$ cat src/design/tdr_pkg.sv
// Types and constants shared by the TFTP download receiver.
`timescale 1ns / 1ps
package tdr_pkg;

    localparam int unsigned MIN_PACKET = 4;

    typedef enum logic [1:0] {
        CMD_PACKET  = 2'd0,
        CMD_TICK    = 2'd1,
        CMD_WAITERR = 2'd2,
        CMD_START   = 2'd3
    } command_t;

    typedef enum logic [1:0] {
        SEND_NONE  = 2'd0,
        SEND_ACK   = 2'd1,
        SEND_ERROR = 2'd2
    } send_kind_t;

    localparam logic [2:0] ERR_UNDEF   = 3'd0;
    localparam logic [2:0] ERR_ACCESS  = 3'd2;
    localparam logic [2:0] ERR_ILLEGAL = 3'd4;

    localparam logic [15:0] OP_DATA  = 16'd3;
    localparam logic [15:0] OP_ERROR = 16'd5;

    localparam logic [1:0] STATUS_IDLE = 2'd0;
    localparam logic [1:0] STATUS_RUN  = 2'd1;
    localparam logic [1:0] STATUS_OK   = 2'd2;
    localparam logic [1:0] STATUS_FAIL = 2'd3;

    typedef enum logic [3:0] {
        PH_IDLE = 4'b0001,
        PH_RUN  = 4'b0010,
        PH_OK   = 4'b0100,
        PH_FAIL = 4'b1000
    } phase_t;

    localparam logic [1:0] REG_MAX_MESSAGE   = 2'd0;
    localparam logic [1:0] REG_TIMEOUT_START = 2'd1;
    localparam logic [1:0] REG_TIMEOUT_STEP  = 2'd2;
    localparam logic [1:0] REG_TIMEOUT_LIMIT = 2'd3;

    typedef struct packed {
        logic [1:0]  command;
        logic [15:0] packet_length;
        logic [15:0] packet_opcode;
        logic [15:0] packet_block;
        logic        decode_ok;
        logic        write_ok;
    } event_t;

    typedef struct packed {
        logic [1:0]  send_kind;
        logic [15:0] ack_block;
        logic [2:0]  error_code;
        logic        store_block;
        logic [1:0]  status;
    } result_t;

    function automatic logic [1:0] status_of(phase_t ph);
        logic [1:0] code;
        case (ph)
            PH_RUN:  code = STATUS_RUN;
            PH_OK:   code = STATUS_OK;
            PH_FAIL: code = STATUS_FAIL;
            default: code = STATUS_IDLE;
        endcase
        return code;
    endfunction

endpackage

$ cat src/design/tdr_stream_if.sv
// Valid/ready channel interface carrying one payload.
`timescale 1ns / 1ps
interface tdr_stream_if #(
    parameter type payload_t = logic
);
    logic     valid;
    logic     ready;
    payload_t data;

    modport source (output valid, output data, input ready);
    modport sink (input valid, input data, output ready);
endinterface

$ cat src/design/tftp_download_receiver_top.sv
// TFTP download receiver: event decision logic, transfer state and APB registers.
//
//   Channel | Direction | Payload
//   evt     | in        | command, packet_length, packet_opcode, packet_block,
//           |           | decode_ok, write_ok
//   res     | out       | send_kind, ack_block, error_code, store_block, status
//   apb     | in/out    | max_message, timeout_start, timeout_step, timeout_limit
//
// One request is accepted per cycle unless a stalled result keeps the input register full.
// A request is held in the input register; the combinational decision logic, which also
// updates the transfer state, writes its result into the result register. A stalled
// result holds there while the input register still takes one more request. Reset
// returns the valid flags, configuration and transfer state to defaults, phase idle.
`timescale 1ns / 1ps
module tftp_download_receiver_top
    import tdr_pkg::*;
(
    input  logic        clk,
    input  logic        rst_n,
    input  logic        psel,
    input  logic        penable,
    input  logic        pwrite,
    input  logic [3:0]  paddr,
    input  logic [31:0] pwdata,
    output logic [31:0] prdata,
    output logic        pready,
    tdr_stream_if.sink   evt,
    tdr_stream_if.source res
);

    logic [15:0] max_message_reg;
    logic [19:0] timeout_start_reg;
    logic [19:0] timeout_step_reg;
    logic [19:0] timeout_limit_reg;

    logic        in_valid_reg;
    event_t      in_reg;
    logic        out_valid_reg;
    result_t     out_reg;
    result_t     out_next;

    logic [15:0] expected_reg;
    logic [15:0] expected_next;
    logic [19:0] timeout_reg;
    logic [19:0] timeout_next;
    phase_t      phase_reg;
    phase_t      phase_next;

    logic        out_free;
    logic        load;
    logic        cfg_write;
    logic [20:0] timeout_sum;
    logic [19:0] timeout_sat;
    logic        len_bad;

    assign pready    = 1'b1;
    assign cfg_write = psel && penable && pwrite;

    always_ff @(posedge clk or negedge rst_n)
    begin
        if (!rst_n)
        begin
            max_message_reg   <= 16'd516;
            timeout_start_reg <= 20'd500000;
            timeout_step_reg  <= 20'd100000;
            timeout_limit_reg <= 20'd900000;
        end
        else if (cfg_write)
        begin
            case (paddr[3:2])
                REG_MAX_MESSAGE:   max_message_reg   <= pwdata[15:0];
                REG_TIMEOUT_START: timeout_start_reg <= pwdata[19:0];
                REG_TIMEOUT_STEP:  timeout_step_reg  <= pwdata[19:0];
                REG_TIMEOUT_LIMIT: timeout_limit_reg <= pwdata[19:0];
                default:           max_message_reg   <= max_message_reg;
            endcase
        end
    end

    always_comb
    begin
        case (paddr[3:2])
            REG_MAX_MESSAGE:   prdata = {16'd0, max_message_reg};
            REG_TIMEOUT_START: prdata = {12'd0, timeout_start_reg};
            REG_TIMEOUT_STEP:  prdata = {12'd0, timeout_step_reg};
            REG_TIMEOUT_LIMIT: prdata = {12'd0, timeout_limit_reg};
            default:           prdata = 32'd0;
        endcase
    end

    assign out_free  = !out_valid_reg || res.ready;
    assign load      = in_valid_reg && out_free;
    assign evt.ready = !in_valid_reg || out_free;
    assign res.valid = out_valid_reg;
    assign res.data  = out_reg;

    always_ff @(posedge clk or negedge rst_n)
    begin
        if (!rst_n)
        begin
            in_valid_reg  <= 1'b0;
            out_valid_reg <= 1'b0;
        end
        else
        begin
            if (evt.ready)
            begin
                in_valid_reg <= evt.valid;
            end
            if (out_free)
            begin
                out_valid_reg <= in_valid_reg;
            end
        end
    end

    always_ff @(posedge clk)
    begin
        if (evt.ready && evt.valid)
        begin
            in_reg <= evt.data;
        end
        if (load)
        begin
            out_reg <= out_next;
        end
    end

    always_ff @(posedge clk or negedge rst_n)
    begin
        if (!rst_n)
        begin
            expected_reg <= 16'd1;
            timeout_reg  <= 20'd500000;
            phase_reg    <= PH_IDLE;
        end
        else if (load)
        begin
            expected_reg <= expected_next;
            timeout_reg  <= timeout_next;
            phase_reg    <= phase_next;
        end
    end

    assign timeout_sum = {1'b0, timeout_reg} + {1'b0, timeout_step_reg};
    assign timeout_sat = timeout_sum[20] ? 20'hFFFFF : timeout_sum[19:0];
    assign len_bad     = (in_reg.packet_length < 16'(MIN_PACKET))
                         || (in_reg.packet_length > max_message_reg);

    always_comb
    begin
        expected_next         = expected_reg;
        timeout_next          = timeout_reg;
        phase_next            = phase_reg;
        out_next.send_kind    = SEND_NONE;
        out_next.ack_block    = 16'd0;
        out_next.error_code   = ERR_UNDEF;
        out_next.store_block  = 1'b0;

        if (in_reg.command == CMD_START)
        begin
            expected_next = 16'd1;
            timeout_next  = timeout_start_reg;
            phase_next    = PH_RUN;
        end
        else if (phase_reg == PH_RUN)
        begin
            case (in_reg.command)
                CMD_PACKET:
                begin
                    timeout_next = timeout_start_reg;
                    if (len_bad)
                    begin
                        out_next.send_kind  = SEND_ERROR;
                        out_next.error_code = ERR_ILLEGAL;
                    end
                    else if (!in_reg.decode_ok)
                    begin
                        out_next.send_kind = SEND_ERROR;
                        phase_next         = PH_FAIL;
                    end
                    else if (in_reg.packet_opcode == OP_DATA)
                    begin
                        if (in_reg.packet_block == expected_reg)
                        begin
                            if (in_reg.packet_length == 16'(MIN_PACKET))
                            begin
                                out_next.send_kind = SEND_ACK;
                                out_next.ack_block = in_reg.packet_block;
                                phase_next         = PH_OK;
                            end
                            else if (!in_reg.write_ok)
                            begin
                                out_next.send_kind  = SEND_ERROR;
                                out_next.error_code = ERR_ACCESS;
                                phase_next          = PH_FAIL;
                            end
                            else
                            begin
                                out_next.store_block = 1'b1;
                                out_next.send_kind   = SEND_ACK;
                                out_next.ack_block   = in_reg.packet_block;
                                expected_next        = expected_reg + 16'd1;
                                if (in_reg.packet_length != max_message_reg)
                                begin
                                    phase_next = PH_OK;
                                end
                            end
                        end
                    end
                    else if (in_reg.packet_opcode == OP_ERROR)
                    begin
                        phase_next = PH_FAIL;
                    end
                    else
                    begin
                        out_next.send_kind  = SEND_ERROR;
                        out_next.error_code = ERR_ILLEGAL;
                        phase_next          = PH_FAIL;
                    end
                end
                CMD_TICK:
                begin
                    if (expected_reg != 16'd1)
                    begin
                        out_next.send_kind = SEND_ACK;
                        out_next.ack_block = expected_reg - 16'd1;
                    end
                    timeout_next = timeout_sat;
                    if (timeout_sat >= timeout_limit_reg)
                    begin
                        phase_next = PH_FAIL;
                    end
                end
                default:
                begin
                    out_next.send_kind = SEND_ERROR;
                    phase_next         = PH_FAIL;
                end
            endcase
        end

        out_next.status = status_of(phase_next);
    end

    a_store_needs_ack: assert property (@(posedge clk) disable iff (!rst_n)
        res.valid && res.data.store_block |-> res.data.send_kind == SEND_ACK)
        else $error("store without ACK");

    a_status_tracks_phase: assert property (@(posedge clk) disable iff (!rst_n)
        load |=> res.data.status == status_of(phase_reg))
        else $error("result status differs from phase");

    a_start_restarts: assert property (@(posedge clk) disable iff (!rst_n)
        load && in_reg.command == CMD_START |=> expected_reg == 16'd1
            && timeout_reg == timeout_start_reg && phase_reg == PH_RUN)
        else $error("start did not restart transfer");

    a_no_error_code_without_error: assert property (@(posedge clk) disable iff (!rst_n)
        res.valid && res.data.send_kind != SEND_ERROR |-> res.data.error_code == ERR_UNDEF)
        else $error("error code set without error packet");

endmodule

$ cat src/flat_wrapper.sv
// flat-port wrapper written by rule: the top's interface ports become plain ports
module tftp_download_receiver_top_flat import tdr_pkg::*;
  (clk, rst_n, psel, penable, pwrite, paddr, pwdata, prdata, pready, evt_valid, evt_data, evt_ready, res_valid, res_data, res_ready);
  tdr_stream_if #(.payload_t(event_t)) evt_i ();
  tdr_stream_if #(.payload_t(result_t)) res_i ();
  input  logic clk;
  input  logic rst_n;
  input  logic psel;
  input  logic penable;
  input  logic pwrite;
  input  logic [3:0] paddr;
  input  logic [31:0] pwdata;
  output logic [31:0] prdata;
  output logic pready;
  input wire logic [$bits(evt_i.valid)-1:0] evt_valid;
  input wire logic [$bits(evt_i.data)-1:0] evt_data;
  output wire logic [$bits(evt_i.ready)-1:0] evt_ready;
  output wire logic [$bits(res_i.valid)-1:0] res_valid;
  output wire logic [$bits(res_i.data)-1:0] res_data;
  input wire logic [$bits(res_i.ready)-1:0] res_ready;
  assign evt_i.valid = evt_valid;
  assign evt_i.data = evt_data;
  assign evt_ready = evt_i.ready;
  assign res_valid = res_i.valid;
  assign res_data = res_i.data;
  assign res_i.ready = res_ready;
  tftp_download_receiver_top u_core (.clk(clk), .rst_n(rst_n), .psel(psel), .penable(penable), .pwrite(pwrite), .paddr(paddr), .pwdata(pwdata), .prdata(prdata), .pready(pready), .evt(evt_i), .res(res_i));
endmodule
$ cat config.mk
export PLATFORM = sky130hd
export DESIGN_NAME = tftp_download_receiver_top_flat
export DESIGN_NICKNAME = d
export VERILOG_FILES = /design/src/design/tdr_pkg.sv /design/src/design/tdr_stream_if.sv /design/src/design/tftp_download_receiver_top.sv /design/src/flat_wrapper.sv
export SDC_FILE = /design/constraint.sdc
export NUM_CORES = 1
export LEC_CHECK = 0
export ABC_AREA = 0
export BUFFER_PORTS_ARGS = -buffer_cell sky130_fd_sc_hd__buf_2
export CORE_UTILIZATION = 45
export DETAILED_ROUTE_END_ITERATION = 10
export PLACE_DENSITY = 0.65
export SLEW_MARGIN = 10
export SYNTH_ARGS = -nofsm -noshare
export SYNTH_HDL_FRONTEND = slang
export SYNTH_SLANG_ARGS = --single-unit
$ cat constraint.sdc
create_clock -name clk -period 9.9 [get_ports clk]
set_clock_uncertainty 0.05 [all_clocks]
set_input_delay 0.495 -clock clk [delete_from_list [all_inputs] [get_ports clk]]
set_output_delay 0.495 -clock clk [all_outputs]
set_load 0.02 [all_outputs]
==> run metrics, run 1 <==
max-slew violation count 0; final setup vio count 0; CP required approximately 10 ns; die extent in y around 160 um; clock tree from TritonCTS built; worst-skew pair later-pin latency 0.44 ns; TritonCTS Buffers 17; number of buffers inserted by port buffering 125; drt via density 5.39; buffers inserted during post-CTS setup optimization 0; number of antenna-violating nets in the routed design 0; area grow syn2layout 13.7%; largest stage delay on the critical path 0.64 ns; CTS root buffer sky130_fd_sc_hd__clkbuf_16; number of sinks handled by clock tree synthesis 193; cell with the biggest individual delay on the critical path sky130_fd_sc_hd__nor3_2; row count 56; layout cell share with drive strength beyond 1 29.2%; Post-Synthesis Cells 945; Via Count around 7500; clock transition at the register clock pins on the worst setup and hold paths after CTS 0.08 ns; start of the worst register-to-register path u_core.timeout_reg[0]; setup repair after global routing missed its margin false; largest fanout on the critical path 22; largest net degree at the start of global routing 68; Crit Reg-Reg Endpoint u_core.res.data[1]; post-detailed-placement half-perimeter wirelength 17000 um; worst setup margin between 3 and 4 ns; number of enable flip-flop cells after synthesis 75; Mapped Avg Cell Area 11.3 um2; net count of the finished layout between 1000 and 1500; data arrival time of the worst path 6.05 ns; Place WS 4.07 ns; overall overflow remaining after global route 0; 1st-iter DRT viols 498; setup_tns 0 ns; Critical Path, Cell by Cell ha_1, fa_1, a211oi_1, nor4_1, or4b_1, nand3_1, nor3_1, nor3_2, buf_4, nand2_1, ha_1, a21o_1, a21o_1, a21oi_1, o211ai_1, a21o_1, o2bb2ai_1, a21oi_1, a211oi_1, o221a_2; category of the most critical setup path register to register; via count of the first global-routing pass about 7200; antenna violations before repair 3; H-tree depth 4; flip-flop count of the largest register after layout 52; global-route wire length before repair 38300 um; average detailed-routed wire length per instance 17.2 um; count of cells resized by post-cts repair 0; reported leakage power 5.25 nW; Post-CTS Hold Buffers 0; DRT Wirelength 24000 um; fin crit period 5.92 ns; cell repeated most along the worst path sky130_fd_sc_hd__a21o_1; remaining max-slew budget at the tightest pin between 30% and 40%; floorplan core area between 20000 and 25000 um2; max-cap violations 0; synthesized cell area 10700 um2; width of the die 156 um; result of the run complete, no violations; power per cell area 240 nW/um2; Critical Path Sink u_core.res.data[1]; CP startpoint kind register; fmax between 150 and 200 MHz; I/O Pins about 150; CTS max path bufs 2; Worst Max-Slew Pin Slew 1.04 ns; first-pass detailed-route iteration total 7; remaining design rule violation count 0; warnings from Yosys 0; worst ir drop on vdd 0.116 mV; ys flop type sky130_fd_sc_hd__dfrtp_1; hold violation count in the final report 0; full die area 24400 um2; hold crit path type input pin to async pin; reg-to-reg slack, setup 3.98 ns; launching instance or port of the critical path u_core.timeout_reg[0]; final weighted congestion of routability-driven global placement 0.848; number of distinct library cells after synthesis 63; starting density of the core 45.7%; flops & latches, synth about 190; Total GRT Usage 20.5%; share of synthesized area occupied by flip-flops and latches 49.0%; final cycle utilization of the critical path roughly 60%; CP Capture Type register; proportion of register bits with asynchronous set or reset after synthesis 61.1%; worst-case reg-to-reg path depth 20; Fin Hold WS 0.0454 ns
report_power, final:
group / switching [W] / internal (W) / leakage, nW / total (W)
Sequential: 0.000102 / 0.00101 / 2.14 / 0.00111
Combinational: 0.000633 / 0.000493 / 2.81 / 0.00113
Clock: 0.000340 / 0.000352 / 0.296 / 0.000692
Total: 0.00107 / 0.00185 / 5.25 / 0.00293
cell usage after synthesis, types with 13 or more instances:
library cell / n / area (um2)
sky130_fd_sc_hd__xnor2_1: 35 / 307
sky130_fd_sc_hd__a21oi_1: 38 / 190
sky130_fd_sc_hd__mux2_2: 80 / 901
sky130_fd_sc_hd__xor2_1: 20 / 175
sky130_fd_sc_hd__dfstp_2: 35 / 920
sky130_fd_sc_hd__dfrtp_1: 83 / 2080
sky130_fd_sc_hd__nor2_1: 61 / 229
sky130_fd_sc_hd__a22oi_1: 14 / 105
sky130_fd_sc_hd__clkbuf_1: 28 / 105
sky130_fd_sc_hd__mux4_2: 16 / 360
sky130_fd_sc_hd__ha_1: 63 / 788
sky130_fd_sc_hd__o21ai_0: 51 / 255
sky130_fd_sc_hd__nand3_1: 20 / 100
sky130_fd_sc_hd__buf_4: 14 / 105
sky130_fd_sc_hd__nand4_1: 13 / 81.3
sky130_fd_sc_hd__nor3_1: 14 / 70.1
sky130_fd_sc_hd__a21o_1: 25 / 188
sky130_fd_sc_hd__nand2_1: 75 / 282
sky130_fd_sc_hd__inv_1: 50 / 188
sky130_fd_sc_hd__nor4_1: 14 / 87.6
sky130_fd_sc_hd__edfxtp_1: 75 / 2250
worst max-delay path, delay by kind of cell (launching register included):
kind | cells | cell delay (ns)
compound gates | 10 | 2.12
simple gates | 6 | 1.73
flops | 1 | 0.40
fa+ha+maj | 3 | 0.99
buf+inv | 1 | 0.39
worst min-delay path by stage:
stage | startpoint | to | slack (ns)
floorplan | rst_n | u_core.expected_reg[10] | 0.15
global placement | u_core.timeout_reg[5] | u_core.timeout_reg[5] | 0.42
global route | rst_n | u_core.timeout_start_reg[19] | 0.09
detailed placement | u_core.timeout_reg[16] | u_core.timeout_reg[16] | 0.43
CTS | rst_n | u_core.timeout_reg[19] | 0.05
finish | rst_n | u_core.timeout_start_reg[19] | 0.05
cells in the final DEF, fill, tap and decap left out, types with 16 or more instances in the layout:
cell                          n
sky130_fd_sc_hd__dfstp_2     35
sky130_fd_sc_hd__nand2_1     75
sky130_fd_sc_hd__edfxtp_1    75
sky130_fd_sc_hd__a21oi_1     38
sky130_fd_sc_hd__xnor2_1     35
sky130_fd_sc_hd__dfrtp_1     83
sky130_fd_sc_hd__xor2_1      20
sky130_fd_sc_hd__nand3_1     20
sky130_fd_sc_hd__ha_1        63
sky130_fd_sc_hd__clkbuf_16   18
sky130_fd_sc_hd__mux4_2      16
sky130_fd_sc_hd__inv_1       51
sky130_fd_sc_hd__o21ai_0     51
sky130_fd_sc_hd__mux2_2      80
sky130_fd_sc_hd__a21o_1      25
sky130_fd_sc_hd__nor2_1      60
sky130_fd_sc_hd__buf_2      124
stage by stage:
stage / util [%] / std cells / area (um2) / power [W]
after detailed placement: 49.4 / 1357 / 11600 / 0.00224
after floorplan: - / 957 / 10700 / 0.00195
final: 52.0 / 1392 / 12200 / 0.00293
after CTS: 52.0 / 1389 / 12200 / 0.00294
after global placement: 49.4 / 1357 / 11600 / 0.00222
after global routing: 52.0 / 1390 / 12200 / 0.00314
per-layer routing:
metal / share of wire, % / vias up / wire [um] / global-route usage, %
met5: 0 / - / 0 / 0
met4: 0.95 / 0 / 227 / 5.09
met3: 4.5 / 19 / 1090 / 3.68
met2: 46 / 196 / 11100 / 32.7
met1: 48 / 3667 / 11500 / 28.9
li1: - / 3623 / - / -
area by class of cell:
cell class	instances	area, um2
diodes	3	7.51
clock buffers	18	450
clock inverters	14	138
fillers	2105	11200
inverters	50	188
multi-input cells	661	5040
flip-flops and latches	193	5250
well taps	319	399
repair buffers	134	696
kinds of logic (layout without fill, tap and decap cells):
group | after synthesis | count (layout) | share of synthesized area [%]
xor+xnor | 55 | 55 | 4.50
flops | 193 | 193 | 49.0
other cells | 2 | 17 | 0.0702
compound gates | 172 | 172 | 10.1
simple gates | 257 | 257 | 12.3
mux | 99 | 99 | 12.1
buf+inv | 103 | 216 | 4.41
fa+ha+maj | 64 | 64 | 7.55
Note: power is estimated with default switching activity, not from simulation.
==> run 2, diff against run 1 <==
--- a/config.mk
+++ b/config.mk
@@ -9,7 +9,7 @@
 export BUFFER_PORTS_ARGS = -buffer_cell sky130_fd_sc_hd__buf_2
 export CORE_UTILIZATION = 45
 export DETAILED_ROUTE_END_ITERATION = 10
-export PLACE_DENSITY = 0.65
+export PLACE_DENSITY = 0.68
 export SLEW_MARGIN = 10
 export SYNTH_ARGS = -nofsm -noshare
 export SYNTH_HDL_FRONTEND = slang
==> constraint.sdc (replaced) <==
create_clock -name clk -period 4.9 [get_ports clk]
set_clock_uncertainty 0.05 [all_clocks]
set_input_delay 0.245 -clock clk [delete_from_list [all_inputs] [get_ports clk]]
set_output_delay 0.245 -clock clk [all_outputs]
set_load 0.02 [all_outputs]
==> run metrics, run 2 (synthesis results as in run 1) <==
TritonCTS Buffers 17 (unchanged); number of sinks handled by clock tree synthesis 193 (unchanged); flip-flop count of the largest register after layout 52 (unchanged); first-pass detailed-route iteration total 5 (-2); category of the most critical setup path register to register; final cycle utilization of the critical path 96.2% (+36 points); worst ir drop on vdd 0.297 mV (+160%); leading cell types in the layout, fill and taps excluded 124 x sky130_fd_sc_hd__buf_2, 83 x sky130_fd_sc_hd__dfrtp_1, 80 x sky130_fd_sc_hd__mux2_2; total stage count of the critical path 20 (unchanged); reg-to-reg slack, setup 0.19 ns (-3.79 ns); layout cell share with drive strength beyond 1 30.7% (+1.6 points); CTS max path bufs 2 (unchanged); area of the multi-input gates 5150 um2 (+2.2%); worst-case reg-to-reg path depth 20 (unchanged); global-route wire length before repair 39500 um (+3.3%); top routing layer in use met4; final setup vio count 0 (unchanged); width of the die 156 um (unchanged); remaining max-slew budget at the tightest pin 23.3% (-7.1 points); via count of the first global-routing pass 7626 (+6.6%); layout filler cell count 2045 (-2.9%); starting density of the core 45.7% (unchanged); drt via density 5.35 (-0.86%); floorplan core area 23400 um2 (unchanged); power per cell area 485 nW/um2 (+100%); Top Family by Delay on Critical Path compound AO/OA/AOI/OAI gates; Total GRT Usage 21.1% (+0.64 points); fmax 212 MHz (+26%); Place WS -0.0798 ns (-4.15 ns); remaining design rule violation count 0 (unchanged); die extent in y 156 um (unchanged); Fin Hold WS 0.0238 ns (-0.0215 ns); net count of the finished layout 1292 (+6.3%); CTS root buffer sky130_fd_sc_hd__clkbuf_16; worst-skew pair later-pin latency 0.44 ns (about the same); cell with the biggest individual delay on the critical path sky130_fd_sc_hd__or4b_4; result of the run complete, no violations; footprint of the flip-flops and latches 5250 um2 (unchanged); max-cap violations 0 (unchanged); met2 WL 12100 um (+8.5%); average detailed-routed wire length per instance 17.2 um (about the same); largest fanout on the critical path 6 (-73%); overall overflow remaining after global route 0 (unchanged); Critical Path Sink u_core.res.data[0]; fin crit period 4.71 ns (-1.21 ns); CP Capture Type register; row count 56 (unchanged); wire length on met3 918 um (-16%); reported leakage power 5.60 nW (+6.6%); worst setup margin 0.187 ns (-3.79 ns); hold violation count in the final report 0 (unchanged); Worst Max-Slew Pin Slew 1.14 ns (+0.102 ns); largest net degree at the start of global routing 74 (+8.8%); launching instance or port of the critical path u_core.timeout_step_reg[0]; Critical Path, Cell by Cell ha_2, fa_2, a211oi_2, buf_4, nor4_2, or4b_4, nand3_4, nor3_4, nor3_4, buf_6, buf_6, nand2_1, ha_2, a21o_1, a21o_1, a21oi_2, o211ai_1, a21o_1, and3_4, o41a_1; antenna violations before repair 0 (-3); non-filler instance count after layout 1465 (+5.2%); CP required 5.02 ns (-5.01 ns); clock tree from TritonCTS built; hold crit path type input pin to register; metal1 wirelength 11900 um (+3.1%); post-detailed-placement half-perimeter wirelength 17100 um (about the same); H-tree depth 4 (unchanged); clock transition at the register clock pins on the worst setup and hold paths after CTS 0.08 ns (about the same); area grow syn2layout 21.4%; data arrival time of the worst path 4.84 ns (-1.21 ns); largest stage delay on the critical path 0.52 ns (-0.12 ns); diodes inserted 0 (-3); I/O Pins 154 (unchanged); number of antenna-violating nets in the routed design 0 (unchanged); Crit Reg-Reg Endpoint u_core.res.data[0]; DRT Wirelength 25300 um (+5.3%); full die area 24400 um2 (unchanged); CP startpoint kind register; number of buffers inserted by port buffering 125 (unchanged); Via Count 7831 (+4.3%); number of instances in the placed design 1370 (+0.96%); max-slew violation count 0 (unchanged); 1st-iter DRT viols 507 (+1.8%); most frequent standard cell in the layout excluding fill and tap cells sky130_fd_sc_hd__buf_2; start of the worst register-to-register path u_core.timeout_step_reg[0]; cell repeated most along the worst path sky130_fd_sc_hd__a21o_1; number of buffers and inverters on the critical path 3 (+2); final weighted congestion of routability-driven global placement 0.840 (-0.91%)
-- run 2: stage by stage --
| stage | setup TNS (ns) | total power [W] | instance area (um2) | utilization (%) |
|---|---|---|---|---|
| final | 0 | 0.00630 | 13000 | 55.5 |
| after global routing | -0.00551 | 0.00673 | 13000 | 55.5 |
| after CTS | 0 | 0.00611 | 12800 | 54.7 |
| after detailed placement | -0.0972 | 0.00462 | 11700 | 49.9 |
| after global placement | 0 | 0.00457 | 11700 | 49.9 |
| after floorplan | 0 | 0.00394 | 10700 | - |
-- run 2: power breakdown --
group          total [W]  switching (W)  internal, W
logic            0.00268        0.00143      0.00125
registers        0.00224       0.000204      0.00203
clock network    0.00139       0.000680     0.000712
total            0.00630        0.00231      0.00399
-- run 2: cell type report --
| cell class | instances | share of cell area (%) |
|---|---|---|
| timing repair buffer | 210 | 10.9 |
| tap | 319 | 3.07 |
| clock inverter | 13 | 1.05 |
| inverter | 50 | 1.44 |
| clock buffer | 19 | 3.50 |
| multi-input combinational | 661 | 39.7 |
| sequential | 193 | 40.4 |
-- run 2: repair_timing --
| action | CTS | global route |
|---|---|---|
| hold buffers | 54 | 0 |
| resized for setup | 3 | 26 |
| hold endpoints to repair | 102 | 0 |
| setup buffers | 0 | 7 |
| pin swaps | 0 | 16 |
| setup endpoints to repair | 2 | 2 |
| cloned | 0 | 2 |
-- run 2: how the worst min path moves through the flow --
stage	start	to	slack, ns	cells past startpoint
6_report	pwdata[19]	u_core.timeout_start_reg[19]	0.02	2
5_1_grt	pwdata[19]	u_core.timeout_start_reg[19]	0.01	2
4_1_cts	pwdata[19]	u_core.timeout_start_reg[19]	0.009	2
3_5_place_dp	evt_data[46]	u_core.in_reg[46]	0.37	1
3_3_place_gp	evt_data[14]	u_core.in_reg[14]	0.37	1
2_1_floorplan	rst_n	u_core.expected_reg[10]	-0.10	0
-- run 2: routing by layer --
layer  vias up  GRT usage [%]
li1       3766              -
met1      3831           28.9
met2       209           34.9
met3        25           3.43
met4         0           5.37
met5         -              0
==> run 3, diff against run 2 <==
--- a/config.mk
+++ b/config.mk
@@ -10,6 +10,7 @@
 export CORE_UTILIZATION = 45
 export DETAILED_ROUTE_END_ITERATION = 10
 export PLACE_DENSITY = 0.68
+export REMOVE_ABC_BUFFERS = 1
 export SLEW_MARGIN = 10
 export SYNTH_ARGS = -nofsm -noshare
 export SYNTH_HDL_FRONTEND = slang
==> run metrics, run 3 (synthesis results as in run 1) <==
result of the run complete, no violations; final cycle utilization of the critical path 96.1% (about the same); power consumption 0.00607 W (-3.7%); DRT Wirelength 24800 um (-1.9%); H-tree depth 4 (unchanged); data arrival time of the worst path 4.85 ns (about the same); remaining max-slew budget at the tightest pin 27.0% (+3.7 points); flip-flop count of the largest register after layout 52 (unchanged); cell with the biggest individual delay on the critical path sky130_fd_sc_hd__or4b_4; I/O Pins 154 (unchanged); first-pass detailed-route iteration total 7 (+2); CP required 5.04 ns (+0.02 ns); hold crit path type input pin to register; diodes inserted 0 (unchanged); number of instances in the placed design 1364 (-0.44%); worst-case reg-to-reg path depth 20 (unchanged); hold violation count in the final report 0 (unchanged); most frequent standard cell in the layout excluding fill and tap cells sky130_fd_sc_hd__buf_2; min-delay src pwdata[17]; worst setup margin 0.189 ns (+0.00195 ns); Worst Max-Slew Pin Slew 1.08 ns (-0.0628 ns); fmax 212 MHz (about the same); non-filler instance count after layout 1451 (-0.96%); footprint of the flip-flops and latches 5250 um2 (unchanged); width of the die 156 um (unchanged); power per cell area 474 nW/um2 (-2.3%); clock tree from TritonCTS built; largest fanout on the critical path 14 (+8); cell repeated most along the worst path sky130_fd_sc_hd__a21o_1; row count 56 (unchanged); layout filler cell count 2052 (+0.34%); clock transition at the register clock pins on the worst setup and hold paths after CTS 0.08 ns (about the same); largest stage delay on the critical path 0.55 ns (+0.03 ns); die extent in y 156 um (unchanged); remaining design rule violation count 0 (unchanged); CTS max path bufs 2 (unchanged); final setup vio count 0 (unchanged); post-detailed-placement half-perimeter wirelength 17300 um (+1.4%); net count of the finished layout 1278 (-1.1%); number of sinks handled by clock tree synthesis 193 (unchanged); fin crit period 4.71 ns (-0.00195 ns); number of antenna-violating nets in the routed design 0 (unchanged); Critical Path, Cell by Cell ha_2, fa_2, a211oi_2, nor4_1, or4b_4, nand3_2, nor3_1, nor3_2, buf_6, nand2_1, ha_1, a21o_1, a21o_1, a21oi_1, o211ai_1, a21o_1, o2bb2ai_1, a21oi_2, a211oi_1, o221a_2; overall overflow remaining after global route 0 (unchanged); max-slew violation count 0 (unchanged); worst ir drop on vdd 0.278 mV (-6.2%); final weighted congestion of routability-driven global placement 0.870 (+3.6%); Hold Crit Depth 2 (unchanged); floorplan core area 23400 um2 (unchanged); reported leakage power 5.49 nW (-1.8%); layout cell share with drive strength beyond 1 29.0% (-1.7 points); area of the multi-input gates 5080 um2 (-1.5%); Fin Hold WS 0.0252 ns (+0.00136 ns); Crit Reg-Reg Endpoint u_core.res.data[1]; Place WS -0.0246 ns (+0.0552 ns); full die area 24400 um2 (unchanged); total stage count of the critical path 20 (unchanged); number of buffers inserted by port buffering 125 (unchanged); CP startpoint kind register; Total GRT Usage 21.3% (+0.12 points); CTS root buffer sky130_fd_sc_hd__clkbuf_16; category of the most critical setup path register to register; reg-to-reg slack, setup 0.19 ns (about the same); area grow syn2layout 19.7%; via count of the first global-routing pass 7741 (+1.5%); TritonCTS Buffers 17 (unchanged); Via Count 7684 (-1.9%); antenna violations before repair 0 (unchanged); global-route wire length before repair 40100 um (+1.5%); 1st-iter DRT viols 474 (-6.5%); Top Family by Delay on Critical Path compound AO/OA/AOI/OAI gates; average detailed-routed wire length per instance 17.1 um (-0.97%); leading cell types in the layout, fill and taps excluded 124 x sky130_fd_sc_hd__buf_2, 83 x sky130_fd_sc_hd__dfrtp_1, 80 x sky130_fd_sc_hd__mux2_2; number of buffers and inverters on the critical path 1 (-2); worst-skew pair later-pin latency 0.43 ns (about the same); end of the worst hold path u_core.timeout_limit_reg[17]; max-cap violations 0 (unchanged); CP Capture Type register; setup_tns 0 ns (unchanged); largest net degree at the start of global routing 67 (-9.5%); start of the worst register-to-register path u_core.timeout_step_reg[0]; starting density of the core 45.7% (unchanged); drt via density 5.30 (-0.93%)
[run 3: layout make-up]
type	instances	area share [%]
Timing Repair Buffer	196	10.2
Inverter	50	1.47
Clock inverter	15	1.20
Sequential cell	193	41.0
Clock buffer	17	3.32
Multi-Input combinational cell	661	39.7
Tap cell	319	3.12
[run 3: worst max path at each step]
stage	slack (ns)	end	start
finish	0.19	u_core.res.data[1]	u_core.timeout_step_reg[0]
global route	-0.005	u_core.res.data[1]	u_core.timeout_reg[0]
global placement	0.06	u_core.res.data[1]	u_core.timeout_reg[0]
floorplan	-1.23	u_core.res.data[1]	u_core.timeout_reg[0]
detailed placement	-0.02	u_core.res.data[1]	u_core.timeout_reg[0]
CTS	0.05	u_core.res.data[1]	u_core.timeout_reg[0]
[run 3: timing repair]
action | CTS | global route
hold endpoints to repair | 91 | 0
resized for setup | 2 | 9
hold buffers | 54 | 0
setup endpoints to repair | 2 | 2
pin swaps | 0 | 6
buffers inserted | 0 | 1
[run 3: per-stage QoR]
step,instance area (um2),util (%)
after floorplan,10500,-
after global placement,11600,49.7
after detailed placement,11600,49.7
after CTS,12800,54.5
after global routing,12800,54.7
final,12800,54.7
[run 3: report_power, final]
part	leakage (nW)	switching (W)	total, W	internal [W]
sequential	2.14	0.000209	0.00224	0.00203
combinational	3.08	0.00133	0.00244	0.00111
clock	0.274	0.000667	0.00139	0.000718
[run 3: worst reg2reg max path: stages (launching register included)]
cell and delay (ns):
sky130_fd_sc_hd__dfrtp_1 0.40, sky130_fd_sc_hd__ha_2 0.20, sky130_fd_sc_hd__fa_2 0.38, sky130_fd_sc_hd__a211oi_2 0.26
sky130_fd_sc_hd__nor4_1 0.10, sky130_fd_sc_hd__or4b_4 0.55, sky130_fd_sc_hd__nand3_2 0.11, sky130_fd_sc_hd__nor3_1 0.08
sky130_fd_sc_hd__nor3_2 0.27, sky130_fd_sc_hd__buf_6 0.19, sky130_fd_sc_hd__nand2_1 0.07, sky130_fd_sc_hd__ha_1 0.29
sky130_fd_sc_hd__a21o_1 0.18, sky130_fd_sc_hd__a21o_1 0.18, sky130_fd_sc_hd__a21oi_1 0.21, sky130_fd_sc_hd__o211ai_1 0.12
sky130_fd_sc_hd__a21o_1 0.22, sky130_fd_sc_hd__o2bb2ai_1 0.16, sky130_fd_sc_hd__a21oi_2 0.21, sky130_fd_sc_hd__a211oi_1 0.10
sky130_fd_sc_hd__o221a_2 0.14
[run 3: routing by layer]
layer	vias to the layer above	wire length, um	share of wire [%]	global-route usage, %
met2	160	11400	46	34.1
li1	3743	-	-	-
met1	3757	12200	49	29.9
met4	0	324	1.3	5.79
met3	24	851	3.4	3.32
met5	-	0	0	0
